==> config.mk <==
export PLATFORM = sky130hd
export DESIGN_NAME = iir3_tap_cell
export DESIGN_NICKNAME = d
export VERILOG_FILES = /design/src/sv/iir3_pkg.sv /design/src/sv/iir3_tap_cell.sv
export SDC_FILE = /design/constraint.sdc
export NUM_CORES = 2
export LEC_CHECK = 0
export BUFFER_PORTS_ARGS = -buffer_cell sky130_fd_sc_hd__buf_2
export CORE_MARGIN = 2
export CORE_UTILIZATION = 30
export CTS_BUF_LIST = sky130_fd_sc_hd__clkbuf_4 sky130_fd_sc_hd__clkbuf_8
export DETAILED_ROUTE_END_ITERATION = 7
export GPL_ROUTABILITY_DRIVEN = 1
export SETUP_SLACK_MARGIN = 0.02
export SYNTH_ARGS = -nofsm -noshare
export SYNTH_HDL_FRONTEND = slang
export SYNTH_SLANG_ARGS = --single-unit
==> constraint.sdc <==
create_clock -name clk_i -period 1.35 [get_ports clk_i]
set_input_delay 0.3375 -clock clk_i [delete_from_list [all_inputs] [get_ports clk_i]]
set_output_delay 0.3375 -clock clk_i [all_outputs]
set_load 0.005 [all_outputs]
==> src/sv/iir3_pkg.sv <==
// ----------------------------------------------------------------------------
// iir3_pkg
// Shared widths, types, register codes and the rounding and saturation
// function for the third-order direct form I filter.
// ----------------------------------------------------------------------------
package iir3_pkg;

  localparam int SAMPLE_WIDTH   = 16;
  localparam int COEF_WIDTH     = 16;
  localparam int COEF_FRAC_BITS = 14;
  localparam int TAPS           = 3;
  localparam int CFG_IDX_W      = 3;

  localparam int PROD_W = SAMPLE_WIDTH + COEF_WIDTH;
  localparam int TERM_W = PROD_W + 1;
  localparam int ACC_W  = PROD_W + 3;
  localparam int QUOT_W = ACC_W - COEF_FRAC_BITS;

  typedef logic signed [SAMPLE_WIDTH-1:0] sample_t;
  typedef logic signed [COEF_WIDTH-1:0]   coef_t;
  typedef logic signed [PROD_W-1:0]       prod_t;
  typedef logic signed [TERM_W-1:0]       term_t;
  typedef logic signed [ACC_W-1:0]        acc_t;

  localparam sample_t SAMPLE_MAX = {1'b0, {(SAMPLE_WIDTH-1){1'b1}}};
  localparam sample_t SAMPLE_MIN = {1'b1, {(SAMPLE_WIDTH-1){1'b0}}};

  // Reset values of the coefficients, Q2.14.
  localparam coef_t FF0_RESET = 16'sd1638;
  localparam coef_t FF1_RESET = 16'sd3277;
  localparam coef_t FF2_RESET = 16'sd4915;
  localparam coef_t FF3_RESET = 16'sd5734;
  localparam coef_t FB1_RESET = -16'sd8192;
  localparam coef_t FB2_RESET = 16'sd4096;
  localparam coef_t FB3_RESET = 16'sd4915;

  typedef enum logic [CFG_IDX_W-1:0] {
    REG_FF0 = 3'd0,
    REG_FF1 = 3'd1,
    REG_FF2 = 3'd2,
    REG_FF3 = 3'd3,
    REG_FB1 = 3'd4,
    REG_FB2 = 3'd5,
    REG_FB3 = 3'd6
  } cfg_idx_e;

  typedef struct packed {
    sample_t sample_in;
    logic    restart;
  } in_beat_t;

  typedef struct packed {
    sample_t sample_out;
    logic    clipped;
  } out_beat_t;

  typedef struct packed {
    coef_t [TAPS:0] ff;
    coef_t [TAPS:1] fb;
  } coef_set_t;

  typedef struct packed {
    logic load;     // a new sample beat enters: shift x taps, register term
    logic shift_y;  // a result leaves the loop stage: shift y taps
  } cell_ctrl_t;

  // Round half up, floor to the sample grid, then saturate.
  function automatic out_beat_t sat_round(acc_t acc);
    acc_t                               rnd;
    logic signed [QUOT_W-1:0]           quot;
    logic [QUOT_W-SAMPLE_WIDTH:0]       high;
    logic                               fits;
    out_beat_t                          res;
    rnd  = acc + acc_t'(2 ** (COEF_FRAC_BITS - 1));
    quot = rnd[ACC_W-1:COEF_FRAC_BITS];
    high = quot[QUOT_W-1:SAMPLE_WIDTH-1];
    fits = (&high) | ~(|high);
    res.clipped    = ~fits;
    res.sample_out = fits ? quot[SAMPLE_WIDTH-1:0]
                          : (quot[QUOT_W-1] ? SAMPLE_MIN : SAMPLE_MAX);
    return res;
  endfunction

endpackage

==> src/sv/iir3_tap_cell.sv <==
// ----------------------------------------------------------------------------
// iir3_tap_cell
// One delay tap: holds one input and one output history sample, passes them
// on to the next cell, and registers that tap's weighted contribution.
// ----------------------------------------------------------------------------
module iir3_tap_cell
  import iir3_pkg::*;
(
  input  logic       clk_i,
  input  logic       rst_ni,
  input  cell_ctrl_t ctrl_i,
  input  sample_t    x_in_i,
  input  sample_t    y_in_i,
  input  sample_t    x_op_i,
  input  sample_t    y_op_i,
  input  coef_t      ff_coef_i,
  input  coef_t      fb_coef_i,
  output sample_t    x_o,
  output sample_t    y_o,
  output term_t      term_o
);

  sample_t x_q, y_q;
  term_t   term_q;
  prod_t   ff_prod, fb_prod;
  term_t   term_d;

  assign ff_prod = ff_coef_i * x_op_i;
  assign fb_prod = fb_coef_i * y_op_i;
  assign term_d  = term_t'(ff_prod) - term_t'(fb_prod);

  always_ff @(posedge clk_i or negedge rst_ni) begin
    if (!rst_ni) begin
      x_q <= '0;
      y_q <= '0;
    end else begin
      if (ctrl_i.load) begin
        x_q <= x_in_i;
      end
      if (ctrl_i.shift_y) begin
        y_q <= y_in_i;
      end
    end
  end

  always_ff @(posedge clk_i) begin
    if (ctrl_i.load) begin
      term_q <= term_d;
    end
  end

  assign x_o    = x_q;
  assign y_o    = y_q;
  assign term_o = term_q;

endmodule

==> flow_summary.yaml <==
status:
  outcome: "complete, but fails checks"
  failed_checks: "setup timing"
timing:
  worst_pin_slew_ns: 0.4558
  setup_viol: 35
  clock_skew_ns: 0
  fin_ws_ns: -5.183
  grt_setup_unrepaired: "true"
  min_period_over_period_pct: 483.9
  min_period_ns: 6.533
  slew_viol_final: 0
  slew_headroom_pct: 69.40
  fmax_mhz: 153.1
  hold_violations: 0
drt:
  routed_wl_um: 56610
  post_drt_wl_per_cell_um: 15.64
  drt-pass1-iter-count: 4
  vias_per_cell: 4.259
  route.detailed.drc: 0
  num_vias: 15420
  ant_nets: 0
  first_iter_violations: 503
yosys:
  synthesis.nets: 3115
  synth_flop_cell: "edfxtp_1"
  synth_cell_types: 45
  synth-xor-area-share_pct: 1.785
  synthCells: 2265
  yosys.area_share.simple_pct: 13.01
  synth_adder_area_share_pct: 61.17
  netlist_area_um2: 22570
  synth.top_cell.area_share_pct: 52.24
  yosys_warnings: 0
  synth-edff-count: 33
  synth_top_family_by_area: "adder cells"
  ys_async_sr_fraction_pct: 49.23
  synth_most_common_cell: "inv_1"
  synth_compound_area_share_pct: 2.384
  syn_area_per_cell_um2: 9.965
  synth-seq-cells: 65
  yosys-top-cells-area: "fa_1 52%, inv_1 11%, ha_1 8.9%, and2_1 7.5%, edfxtp_1 4.4%"
  synth_top_area_cell: "fa_1"
  ys_seq_area_share_pct: 7.938
  yosys-top-cells-count: "657 x inv_1, 589 x fa_1, 270 x and2_1"
  synth.area.mux_share_pct: 1.641
global_route:
  grt_pass1_vias: 17320
  grt_pass1_wl_um: 93570
  grt_max_degree: 33
  overflow: 0
  grt_usage_pct: 15.44
  antenna_found_initial: 3
floorplanning:
  die_h_um: 278.3
  placementRows: 100
  fp.dieArea_um2: 77450
  ioPinCount: 165
  die_x_um: 278.3
  core-area_um2: 74450
  start_util_pct: 30.32
finish:
  fin_nets: 3494
  final_util_pct: 38.24
  fin_cells: 3620
  area_growth_pct: 26.12
  drive_gt1_share_pct: 26.65
setup_path:
  crit_fanout: 6
  r2r_cells: 1
  crit_start: "fb_coef_i[15]"
  start_kind: "input pin"
  arrival_ns: 6.70
  cp_data_required_time_ns: 1.52
  timing.rr.start: "y_o[9]"
  reg2reg_to: "y_o[9]"
  reg2reg_setup_slack_ns: 0.57
  path_class: "input pin to flip-flop"
  critPathCaptureType: "flip-flop"
clock_network:
  clk_latency_ns: 0.38
  cts.reportedPaths.clkPinSlew_ns: 0.10
  ctsRootBufferMaster: "clkbuf_8"
  cts_tree: "built"
  numCtsBuffers: 9
  clock_sinks: 65
  htree_levels: 3
  cts.path.max_buffers: 2
placed_design:
  gp_congestion: 0.8505
  place_hpwl_um: 51830
  numPortBuffers: 164
  place_inst: 3588
worst_hold_path:
  min-delay-start: "y_in_i[8]"
  whs_path_depth: 2
  worstHoldEndpoint: "y_o[8]"
  holdCritPathClass: "input pin to flip-flop"
job:
  maxCapViolCount: 0
[stage by stage]
step	setup slack, ns	setup TNS [ns]	hold WS, ns	instance area [µm²]
finish	-5.183	-138.24	0.1630	28460
global route	-5.381	-142.93	0.1365	28460
CTS	-5.150	-137.42	0.1178	28060
detailed placement	-5.807	-157.92	0.3681	26830
global placement	-5.817	-156.81	0.3737	26830
floorplan	-5.502	-140.51	0.04191	23140
[repair_timing]
action                                  CTS  global route
buffers inserted                         10             9
endpoints found under the setup margin   40            41
hold buffers                              1             0
pin swaps                               106            74
cloned                                    1             0
hold endpoints to repair                 32             0
resized for setup                       239            90
[registers in the layout (all words and copies together) (netlist names)]
name,flops
y_o,16
x_o,16
term_o,33
[how the worst max path moves through the flow]
stage | endpoint | slack (ns) | cells past startpoint
floorplan | term_o[32] | -5.50 | 24
finish | term_o[31] | -5.18 | 25
detailed placement | term_o[32] | -5.81 | 24
global placement | term_o[32] | -5.82 | 25
global route | term_o[32] | -5.38 | 28
CTS | term_o[32] | -5.15 | 24
[cell families (layout without fill, tap and decap cells)]
kind of cell,Yosys count,count (layout)
xor gates and xnor gates,46,46
other,0,2
AOI/OAI and AO/OA,79,79
muxes,33,33
buffers and inverters,726,1110
and+or+nand+nor,566,566
adders and majority gates,750,750
DFF,65,65
[cells in the final DEF (no fill, tap or decap), drive strengths merged, types with 5 or more instances in the layout]
master	synthesis	final
buf	0	433
nor2	14	14
clkbuf	69	13
dfrtp	32	32
and2	270	270
xnor2	36	36
nand2	227	227
inv	657	659
nand3	5	5
edfxtp	33	33
nor2b	15	15
o21ai	18	18
nand2b	17	17
a21o	10	10
nor3	6	6
mux2	32	32
a21oi	28	28
xor2	10	10
fa	589	589
ha	161	161
[worst max-delay path, cell delays in order]
cell,delay [ns]
buf_12,0.12
buf_12,0.12
nand2_8,0.07
clkinvlp_4,0.09
buf_6,0.14
fa_1,0.53
fa_1,0.44
fa_1,0.52
inv_2,0.04
fa_1,0.56
fa_1,0.45
fa_1,0.52
fa_1,0.50
inv_1,0.05
fa_1,0.49
inv_2,0.05
ha_4,0.29
nand2_4,0.06
or3_4,0.40
buf_6,0.14
or2_4,0.27
o211ai_4,0.19
a21o_1,0.15
a21oi_2,0.05
xnor2_1,0.11
[layer usage]
| layer | track usage (%) | vias up | routed length, µm |
|---|---|---|---|
| met5 | 0 | - | 20 |
| met3 | 1.855 | 41 | 1865 |
| li1 | - | 7210 | - |
| met1 | 21.14 | 7928 | 26690 |
| met2 | 26.32 | 236 | 27130 |
| met4 | 3.174 | 4 | 904 |
[area by class of cell]
class | instances | area, µm²
antenna | 2 | 5.005
clock buffer | 11 | 145.1
clock inverter | 5 | 37.54
fill | 7332 | 45980
inverter | 657 | 2477
multi-input combinational | 1474 | 19280
sequential | 65 | 1792
tap | 969 | 1212
timing repair buffer | 437 | 3515
Power is not shown: default switching activity piles up to over one toggle a cycle in this logic, so the estimate is an artifact.
