**src/sv/iir3_pkg.sv**
```systemverilog
// ----------------------------------------------------------------------------
// iir3_pkg
// Shared widths, types, register codes and the rounding and saturation
// function for the third-order direct form I filter.
// ----------------------------------------------------------------------------
package iir3_pkg;

  localparam int SAMPLE_WIDTH   = 16;
  localparam int COEF_WIDTH     = 16;
  localparam int COEF_FRAC_BITS = 14;
  localparam int TAPS           = 3;
  localparam int CFG_IDX_W      = 3;

  localparam int PROD_W = SAMPLE_WIDTH + COEF_WIDTH;
  localparam int TERM_W = PROD_W + 1;
  localparam int ACC_W  = PROD_W + 3;
  localparam int QUOT_W = ACC_W - COEF_FRAC_BITS;

  typedef logic signed [SAMPLE_WIDTH-1:0] sample_t;
  typedef logic signed [COEF_WIDTH-1:0]   coef_t;
  typedef logic signed [PROD_W-1:0]       prod_t;
  typedef logic signed [TERM_W-1:0]       term_t;
  typedef logic signed [ACC_W-1:0]        acc_t;

  localparam sample_t SAMPLE_MAX = {1'b0, {(SAMPLE_WIDTH-1){1'b1}}};
  localparam sample_t SAMPLE_MIN = {1'b1, {(SAMPLE_WIDTH-1){1'b0}}};

  // Reset values of the coefficients, Q2.14.
  localparam coef_t FF0_RESET = 16'sd1638;
  localparam coef_t FF1_RESET = 16'sd3277;
  localparam coef_t FF2_RESET = 16'sd4915;
  localparam coef_t FF3_RESET = 16'sd5734;
  localparam coef_t FB1_RESET = -16'sd8192;
  localparam coef_t FB2_RESET = 16'sd4096;
  localparam coef_t FB3_RESET = 16'sd4915;

  typedef enum logic [CFG_IDX_W-1:0] {
    REG_FF0 = 3'd0,
    REG_FF1 = 3'd1,
    REG_FF2 = 3'd2,
    REG_FF3 = 3'd3,
    REG_FB1 = 3'd4,
    REG_FB2 = 3'd5,
    REG_FB3 = 3'd6
  } cfg_idx_e;

  typedef struct packed {
    sample_t sample_in;
    logic    restart;
  } in_beat_t;

  typedef struct packed {
    sample_t sample_out;
    logic    clipped;
  } out_beat_t;

  typedef struct packed {
    coef_t [TAPS:0] ff;
    coef_t [TAPS:1] fb;
  } coef_set_t;

  typedef struct packed {
    logic load;     // a new sample beat enters: shift x taps, register term
    logic shift_y;  // a result leaves the loop stage: shift y taps
  } cell_ctrl_t;

  // Round half up, floor to the sample grid, then saturate.
  function automatic out_beat_t sat_round(acc_t acc);
    acc_t                               rnd;
    logic signed [QUOT_W-1:0]           quot;
    logic [QUOT_W-SAMPLE_WIDTH:0]       high;
    logic                               fits;
    out_beat_t                          res;
    rnd  = acc + acc_t'(2 ** (COEF_FRAC_BITS - 1));
    quot = rnd[ACC_W-1:COEF_FRAC_BITS];
    high = quot[QUOT_W-1:SAMPLE_WIDTH-1];
    fits = (&high) | ~(|high);
    res.clipped    = ~fits;
    res.sample_out = fits ? quot[SAMPLE_WIDTH-1:0]
                          : (quot[QUOT_W-1] ? SAMPLE_MIN : SAMPLE_MAX);
    return res;
  endfunction

endpackage

```
**src/sv/iir3_coef_regs.sv**
```systemverilog
// ----------------------------------------------------------------------------
// iir3_coef_regs
// Coefficient register file, written through a plain write port.
// ----------------------------------------------------------------------------
module iir3_coef_regs
  import iir3_pkg::*;
(
  input  logic                 clk_i,
  input  logic                 rst_ni,
  input  logic                 cfg_we_i,
  input  logic [CFG_IDX_W-1:0] cfg_idx_i,
  input  logic [COEF_WIDTH-1:0] cfg_wdata_i,
  output coef_set_t            coef_o
);

  coef_set_t coef_q, coef_d;

  always_comb begin
    coef_d = coef_q;
    if (cfg_we_i) begin
      unique case (cfg_idx_e'(cfg_idx_i))
        REG_FF0: coef_d.ff[0] = coef_t'(cfg_wdata_i);
        REG_FF1: coef_d.ff[1] = coef_t'(cfg_wdata_i);
        REG_FF2: coef_d.ff[2] = coef_t'(cfg_wdata_i);
        REG_FF3: coef_d.ff[3] = coef_t'(cfg_wdata_i);
        REG_FB1: coef_d.fb[1] = coef_t'(cfg_wdata_i);
        REG_FB2: coef_d.fb[2] = coef_t'(cfg_wdata_i);
        REG_FB3: coef_d.fb[3] = coef_t'(cfg_wdata_i);
        default: coef_d = coef_q;
      endcase
    end
  end

  always_ff @(posedge clk_i or negedge rst_ni) begin
    if (!rst_ni) begin
      coef_q.ff[0] <= FF0_RESET;
      coef_q.ff[1] <= FF1_RESET;
      coef_q.ff[2] <= FF2_RESET;
      coef_q.ff[3] <= FF3_RESET;
      coef_q.fb[1] <= FB1_RESET;
      coef_q.fb[2] <= FB2_RESET;
      coef_q.fb[3] <= FB3_RESET;
    end else begin
      coef_q <= coef_d;
    end
  end

  assign coef_o = coef_q;

endmodule

```
**config.mk**
```make
export PLATFORM = sky130hd
export DESIGN_NAME = iir3_coef_regs
export DESIGN_NICKNAME = d
export VERILOG_FILES = /design/src/sv/iir3_pkg.sv /design/src/sv/iir3_coef_regs.sv
export SDC_FILE = /design/constraint.sdc
export NUM_CORES = 1
export LEC_CHECK = 0
export ABC_AREA = 1
export BUFFER_PORTS_ARGS = -buffer_cell sky130_fd_sc_hd__buf_2
export CAP_MARGIN = 20
export CORE_MARGIN = 4
export CORE_UTILIZATION = 50
export DETAILED_ROUTE_END_ITERATION = 8
export PLACE_DENSITY_LB_ADDON = 0.25
export SLEW_MARGIN = 10
export SYNTH_ARGS = -nofsm -noshare
export SYNTH_HDL_FRONTEND = slang
export SYNTH_SLANG_ARGS = --single-unit
export TNS_END_PERCENT = 50
```
**constraint.sdc**
```tcl
create_clock -name clk_i -period 1.8 [get_ports clk_i]
set_input_delay 0.36 -clock clk_i [delete_from_list [all_inputs] [get_ports clk_i]]
set_output_delay 0.36 -clock clk_i [all_outputs]
set_load 0.1 [all_outputs]
```
==> results of run 1 <==
-- placed cells by master (no fill, tap or decap) --
master,n
buf_12,2
buf_2,132
buf_4,11
clkbuf_8,12
clkinv_4,2
clkinvlp_4,1
dfrtp_1,74
dfstp_2,38
dlygate4sd3_1,1
inv_1,3
inv_2,3
inv_8,1
nand2_1,280
nand2_2,4
nand3_1,64
nor2_2,3
nor2_4,4
-- final timing paths --
check | from | to | slack [ps] | cells past startpoint
max in group asynchronous | rst_ni | coef_o[37]$_DFFE_PN1P_ | 780 | 3
setup reg to reg | coef_o[13]$_DFFE_PN1P_ | coef_o[13]$_DFFE_PN1P_ | 1060 | 2
hold / removal | cfg_wdata_i[1] | coef_o[33]$_DFFE_PN1P_ | 260 | 3
setup / recovery | coef_o[84]$_DFFE_PN1P_ | coef_o[84] | 90 | 1
min in group asynchronous | rst_ni | coef_o[78]$_DFFE_PN0P_ | 380 | 2
hold reg to reg | coef_o[57]$_DFFE_PN1P_ | coef_o[57]$_DFFE_PN1P_ | 460 | 2
-- cells by family after synthesis --
| family | synth area share, % |
|---|---|
| AND/OR/NAND/NOR | 32.9 |
| flip-flops | 64.3 |
| buffers and inverters | 2.77 |
-- area by class of cell --
cell class	count	area share (%)
clock inverters	4	0.664
clock buffers	12	3.02
multi-input cells	355	26.7
repair buffers	146	14.5
well taps	108	2.47
inverters	6	0.412
flip-flops and latches	112	52.2
-- metal layers --
layer  routed length [µm]  vias to the layer above  share of wire [%]  global-route usage (%)
li1                     -                     1810                  -                       -
met1                 5250                     1877                 44                    34.2
met2                 5690                      139                 47                    37.1
met3                  917                       15                7.6                    4.23
met4                  193                        0                1.6                    7.87
met5                    0                        -                  0                       0
-- power by group --
part	internal, µW	total, µW	switching, µW
registers	3100	3370	273
logic	557	4740	4180
clock network	633	1480	852
total	4290	9600	5310
-- per-stage QoR --
stage | setup WS (ps) | hold slack [ps] | total power [µW] | std cells
floorplan | 542 | 64.4 | 7370 | 494
global placement | 303 | 227 | 8130 | 726
finish | 89.3 | 263 | 9600 | 743
global route | 52.9 | 273 | 9970 | 743
detailed placement | 246 | 227 | 8170 | 726
CTS | 79.2 | 254 | 9660 | 743
-- repair_timing --
action	in CTS	in global routing
gates resized for setup	0	0
endpoints found under the hold margin	9	0
hold buffers	1	0
setup buffers	0	0
==> out/metrics.csv, run 1 <==
stage,metric,value,unit
detailed_routing,total routed wirelength,12.1,mm
detailed_routing,drt via density,5.17,
cts,Clk Tree Root Cell,clkbuf_8,
sta,FMAX,585,MHz
cts,clock latency on the worst-skew pair,360,ps
setup_path,worst-path fanout max,2,
global_routing,all-layer global routing usage,23.8,%
sta,clock period minus worst slack,1710,ps
cts,cts bufs inserted,9,
logic_synthesis,Seq cells post-synth,112,
global_routing,gr ovfl total,0,
setup_path,critical-path cell list,buf_2,
logic_synthesis,Post-Syn Nets,516,
layout,fin util,62.9,%
logic_synthesis,"EDFF count, synth",0,
logic_synthesis,most common cell in the synthesized netlist,nand2_1,
logic_synthesis,area of the mapped netlist,4430,µm²
layout,antenna cells,0,
detailed_routing,Pre-Repair DR Iteration Count,4,
min_path,Hold WC Path Type,input port to flop,
die,Die Y,102,µm
cts,Clock Sinks,112,
cts,CTS H-tree depth,3,
layout,area grow syn2layout,23.2,%
die,row count,34,
sta,Final period util,95.0,%
detailed_routing,Remaining DRCs,0,
layout,post-route design area,5460,µm²
detailed_routing,Vias,3841,
die,Core ar.,8680,µm²
place,RePlAce Congestion,0.794,
sta,RSZ-0062 raised after global routing,no,
layout,share of cells above drive strength 1,33.5,%
logic_synthesis,syn_area_per_cell,8.97,µm²
logic_synthesis,Cells after Synth,494,
logic_synthesis,prevailing post-synth register cell,dfrtp_1,
detailed_routing,DRT antenna net count,0,
cts,clk slew on worst S/H paths,100,ps
logic_synthesis,sequential fraction of the synthesis area,64.3,%
setup_path,CP required,1440,ps
global_routing,initial antenna violation count,0,
global_routing,vias in the first global route,3711,
logic_synthesis,Synth top area share,41.8,%
global_routing,first-pass GRT wire length,19.4,mm
place,dpl hpwl,8.48,mm
setup_path,Critical Path Max Stage Delay,560,ps
sta,Worst-Margin Slew,605,ps
setup_path,critical path's slowest cell,dfstp_2,
logic_synthesis,top post-synthesis cells by area,"dfrtp_1 (42%), nand2_1 (24%), dfstp_2 (23%)",
setup_path,Setup CP Type,flop to primary output,
power_and_ir_drop,maximum vdd ir drop,0.879,mV
layout,Final nets,652,
die,Die Area,10400,µm²
logic_synthesis,post-synth top area cell,dfrtp_1,
sta,final setup skew,0,ps
power_and_ir_drop,PD cells,1760,nW/µm²
setup_path,Crit path arrival time,1350,ps
setup_path,Crit. End Element,primary output,
run,Max Cap Viol,0,
sta,# setup viols final,0,
logic_synthesis,library cells used by synthesis,12,
sta,Fin Setup TNS,0,ps
die,IO Count,134,
detailed_routing,post-DR wirelength/cell,16.2,µm
setup_path,Critical Path Start Type,flop,
layout,Filler cells,787,
logic_synthesis,Commonest cells post-synth,"nand2_1 (280), dfrtp_1 (74), nand3_1 (64)",
power_and_ir_drop,Lkg Pwr,0.00310,µW
run_status,status,finished clean,
die,Die Wd,102,µm
place,dpl cell area,5250,µm²
logic_synthesis,Yosys warnings,0,
die,Initial Util,51.1,%
cts,CTS tree,yes,
layout,flip-flop count of the largest register after layout,112,
setup_path,WP buf/inv,1,
place,I/O Buffers,133,
sta,Final Hold Viols,0,
sta,fin. max-slew vios,0,
global_routing,largest net degree at the start of global routing,44,
cts,clock buffer depth,2,
logic_synthesis,ys async rst share,100,%
sta,Slew HR,59.6,%
setup_path,Top delay family on crit path,flip-flops,
layout,area taken by multi-input logic gates,1460,µm²
detailed_routing,initial DRC count,205,
layout,Sequential Area,2850,µm²
Power figures use the tool's default switching activity.
==> run 2: changes to the inputs <==
--- a/config.mk
+++ b/config.mk
@@ -6,13 +6,13 @@
 export NUM_CORES = 1
 export LEC_CHECK = 0
 export ABC_AREA = 1
-export BUFFER_PORTS_ARGS = -buffer_cell sky130_fd_sc_hd__buf_2
 export CAP_MARGIN = 20
 export CORE_MARGIN = 4
 export CORE_UTILIZATION = 50
 export DETAILED_ROUTE_END_ITERATION = 8
+export DONT_BUFFER_PORTS = 1
 export PLACE_DENSITY_LB_ADDON = 0.25
-export SLEW_MARGIN = 10
+export SLEW_MARGIN = 30
 export SYNTH_ARGS = -nofsm -noshare
 export SYNTH_HDL_FRONTEND = slang
 export SYNTH_SLANG_ARGS = --single-unit
==> out/metrics.csv, run 2 (synthesis results as in run 1) <==
stage,metric,value,unit,change
run_status,status,"finished, violations left",,
run_status,violated checks,hold timing,,
power_and_ir_drop,Sequential Power Share,48.5,%,+13 points
sta,fin. max-slew vios,0,,unchanged
power_and_ir_drop,Net Switching,5200,µW,-2.0%
power_and_ir_drop,Int Pwr,4270,µW,-0.58%
sta,FMAX,615,MHz,+5.3%
layout,Final nets,589,,-9.7%
detailed_routing,top sig layer,met4,,
detailed_routing,post-DR wirelength/cell,17.8,µm,+9.9%
power_and_ir_drop,PD cells,1800,nW/µm²,+2.3%
layout,most used cells in the layout excluding fill and tap cells,"nand2_1 (280), buf_4 (83), dfrtp_1 (74)",,
sta,final setup skew,0,ps,unchanged
layout,Filler cells,754,,-4.2%
place,RePlAce Congestion,0.816,,+2.8%
layout,"commonest non-fill, non-tap cell in the layout",nand2_1,,
power_and_ir_drop,maximum vdd ir drop,0.866,mV,-1.4%
die,row count,34,,unchanged
setup_path,critical path depth,0,,-1
sta,Slew HR,57.9,%,-1.7 points
sta,Final Hold Viols,112,,+112
sta,# setup viols final,0,,unchanged
die,Core ar.,8680,µm²,unchanged
detailed_routing,initial DRC count,197,,-3.9%
detailed_routing,Remaining DRCs,0,,unchanged
global_routing,largest net degree at the start of global routing,113,,+160%
run,Max Cap Viol,0,,unchanged
setup_path,Crit path arrival time,1260,ps,-90 ps
power_and_ir_drop,switching portion of total power,54.9,%,-0.35 points
setup_path,CP required,1440,ps,about the same
die,Die Y,102,µm,unchanged
die,Die Area,10400,µm²,unchanged
layout,antenna cells,0,,unchanged
layout,Layout Cells excl Fill,680,,-8.5%
cts,clk slew on worst S/H paths,110,ps,about the same
die,Die Wd,102,µm,unchanged
detailed_routing,Pre-Repair DR Iteration Count,5,,+1
detailed_routing,Vias,3565,,-7.2%
power_and_ir_drop,total power,9470,µW,-1.4%
detailed_routing,Metal-1 WL,4.72,mm,-10%
sta,RSZ-0062 raised after global routing,no,,
global_routing,initial antenna violation count,0,,unchanged
sta,clock period minus worst slack,1620,ps,-85.8 ps
place,Inst Count DP,664,,-8.5%
power_and_ir_drop,Lkg Pwr,0.00283,µW,-8.6%
detailed_routing,total routed wirelength,12.1,mm,+0.57%
die,IO Count,134,,unchanged
detailed_routing,met3 WL,1.47,mm,+60%
layout,area grow syn2layout,18.8,%,
cts,clock buffer depth,2,,unchanged
sta,Final period util,90.3,%,-4.8 points
power_and_ir_drop,clock group share of total power,14.6,%,-0.9 points
setup_path,Critical Path Start Type,flop,,
detailed_routing,DRT antenna net count,0,,unchanged
cts,PostCTS Resize Cnt,0,,unchanged
cts,CTS tree,yes,,
cts,clock latency on the worst-skew pair,360,ps,about the same
setup_path,Setup CP Type,flop to primary output,,
setup_path,worst-path fanout max,2,,unchanged
place,dpl hpwl,8.22,mm,-3.1%
min_path,Hold WC Path Type,input port to async pin,,
global_routing,gr ovfl total,0,,unchanged
detailed_routing,drt via density,5.24,,+1.4%
cts,cts bufs inserted,9,,unchanged
cts,Clk Tree Root Cell,clkbuf_8,,
die,Initial Util,51.1,%,unchanged
sta,WHS,-335,ps,-598 ps
global_routing,all-layer global routing usage,23.6,%,-0.22 points
layout,share of cells above drive strength 1,26.0,%,-7.5 points
global_routing,first-pass GRT wire length,18.7,mm,-3.3%
place,I/O Buffers,0,,-100%
cts,setup bufs post-CTS,0,,unchanged
setup_path,Crit. End Element,primary output,,
sta,Worst-Margin Slew,630,ps,+24.9 ps
cts,Clock Sinks,112,,unchanged
global_routing,vias in the first global route,3398,,-8.4%
sta,Fin Setup TNS,0,ps,unchanged
layout,flip-flop count of the largest register after layout,112,,unchanged
setup_path,r2r worst-path depth,2,,unchanged
detailed_routing,WL met2,5.81,mm,+2.0%
cts,CTS H-tree depth,3,,unchanged
power_and_ir_drop,part of the power in combinational logic,36.9,%,-13 points
==> run 2: path summary, 6_finish.rpt <==
| check | from | end | slack, ps |
|---|---|---|---|
| setup / recovery | coef_o[85]$_DFFE_PN1P_ | coef_o[85] | 180 |
| hold / removal | rst_ni | coef_o[78]$_DFFE_PN0P_ | -340 |
| setup reg to reg | coef_o[15]$_DFFE_PN1P_ | coef_o[15]$_DFFE_PN1P_ | 660 |
| hold reg to reg | coef_o[51]$_DFFE_PN0P_ | coef_o[51]$_DFFE_PN0P_ | 480 |
| max in group asynchronous | rst_ni | coef_o[98]$_DFFE_PN1P_ | 1890 |
| min in group clk_i | cfg_wdata_i[4] | coef_o[36]$_DFFE_PN1P_ | 70 |
==> run 2: power by group through the flow <==
stage	combinational, µW	sequential, µW	clock, µW
after global placement	3460	4630	0
final	3490	4590	1380
after global routing	3630	4650	1510
after detailed placement	3510	4640	0
after CTS	3510	4600	1420
after floorplan	451	6920	0
==> run 2: per-layer routing <==
| metal | vias up | GRT usage (%) |
|---|---|---|
| met5 | - | 0 |
| met4 | 0 | 6.46 |
| met3 | 11 | 7.71 |
| met2 | 192 | 36.7 |
| met1 | 1678 | 32.1 |
| li1 | 1684 | - |
==> run 2: area by class of cell <==
class	instances	area, µm²	share of cell area (%)
Tap cell	108	135	2.57
Timing Repair Buffer	83	623	11.8
Multi-Input combinational cell	355	1460	27.7
Sequential cell	112	2850	54.1
Clock inverter	5	43.8	0.832
Clock buffer	11	131	2.49
Inverter	6	22.5	0.428
==> run 2: metrics by stage <==
step	setup slack (ps)	utilization [%]	cell area, µm²
after floorplan	542	-	4430
after global placement	420	58.7	5090
after detailed placement	374	58.7	5090
after CTS	159	60.7	5270
after global routing	143	60.7	5270
final	175	60.7	5270
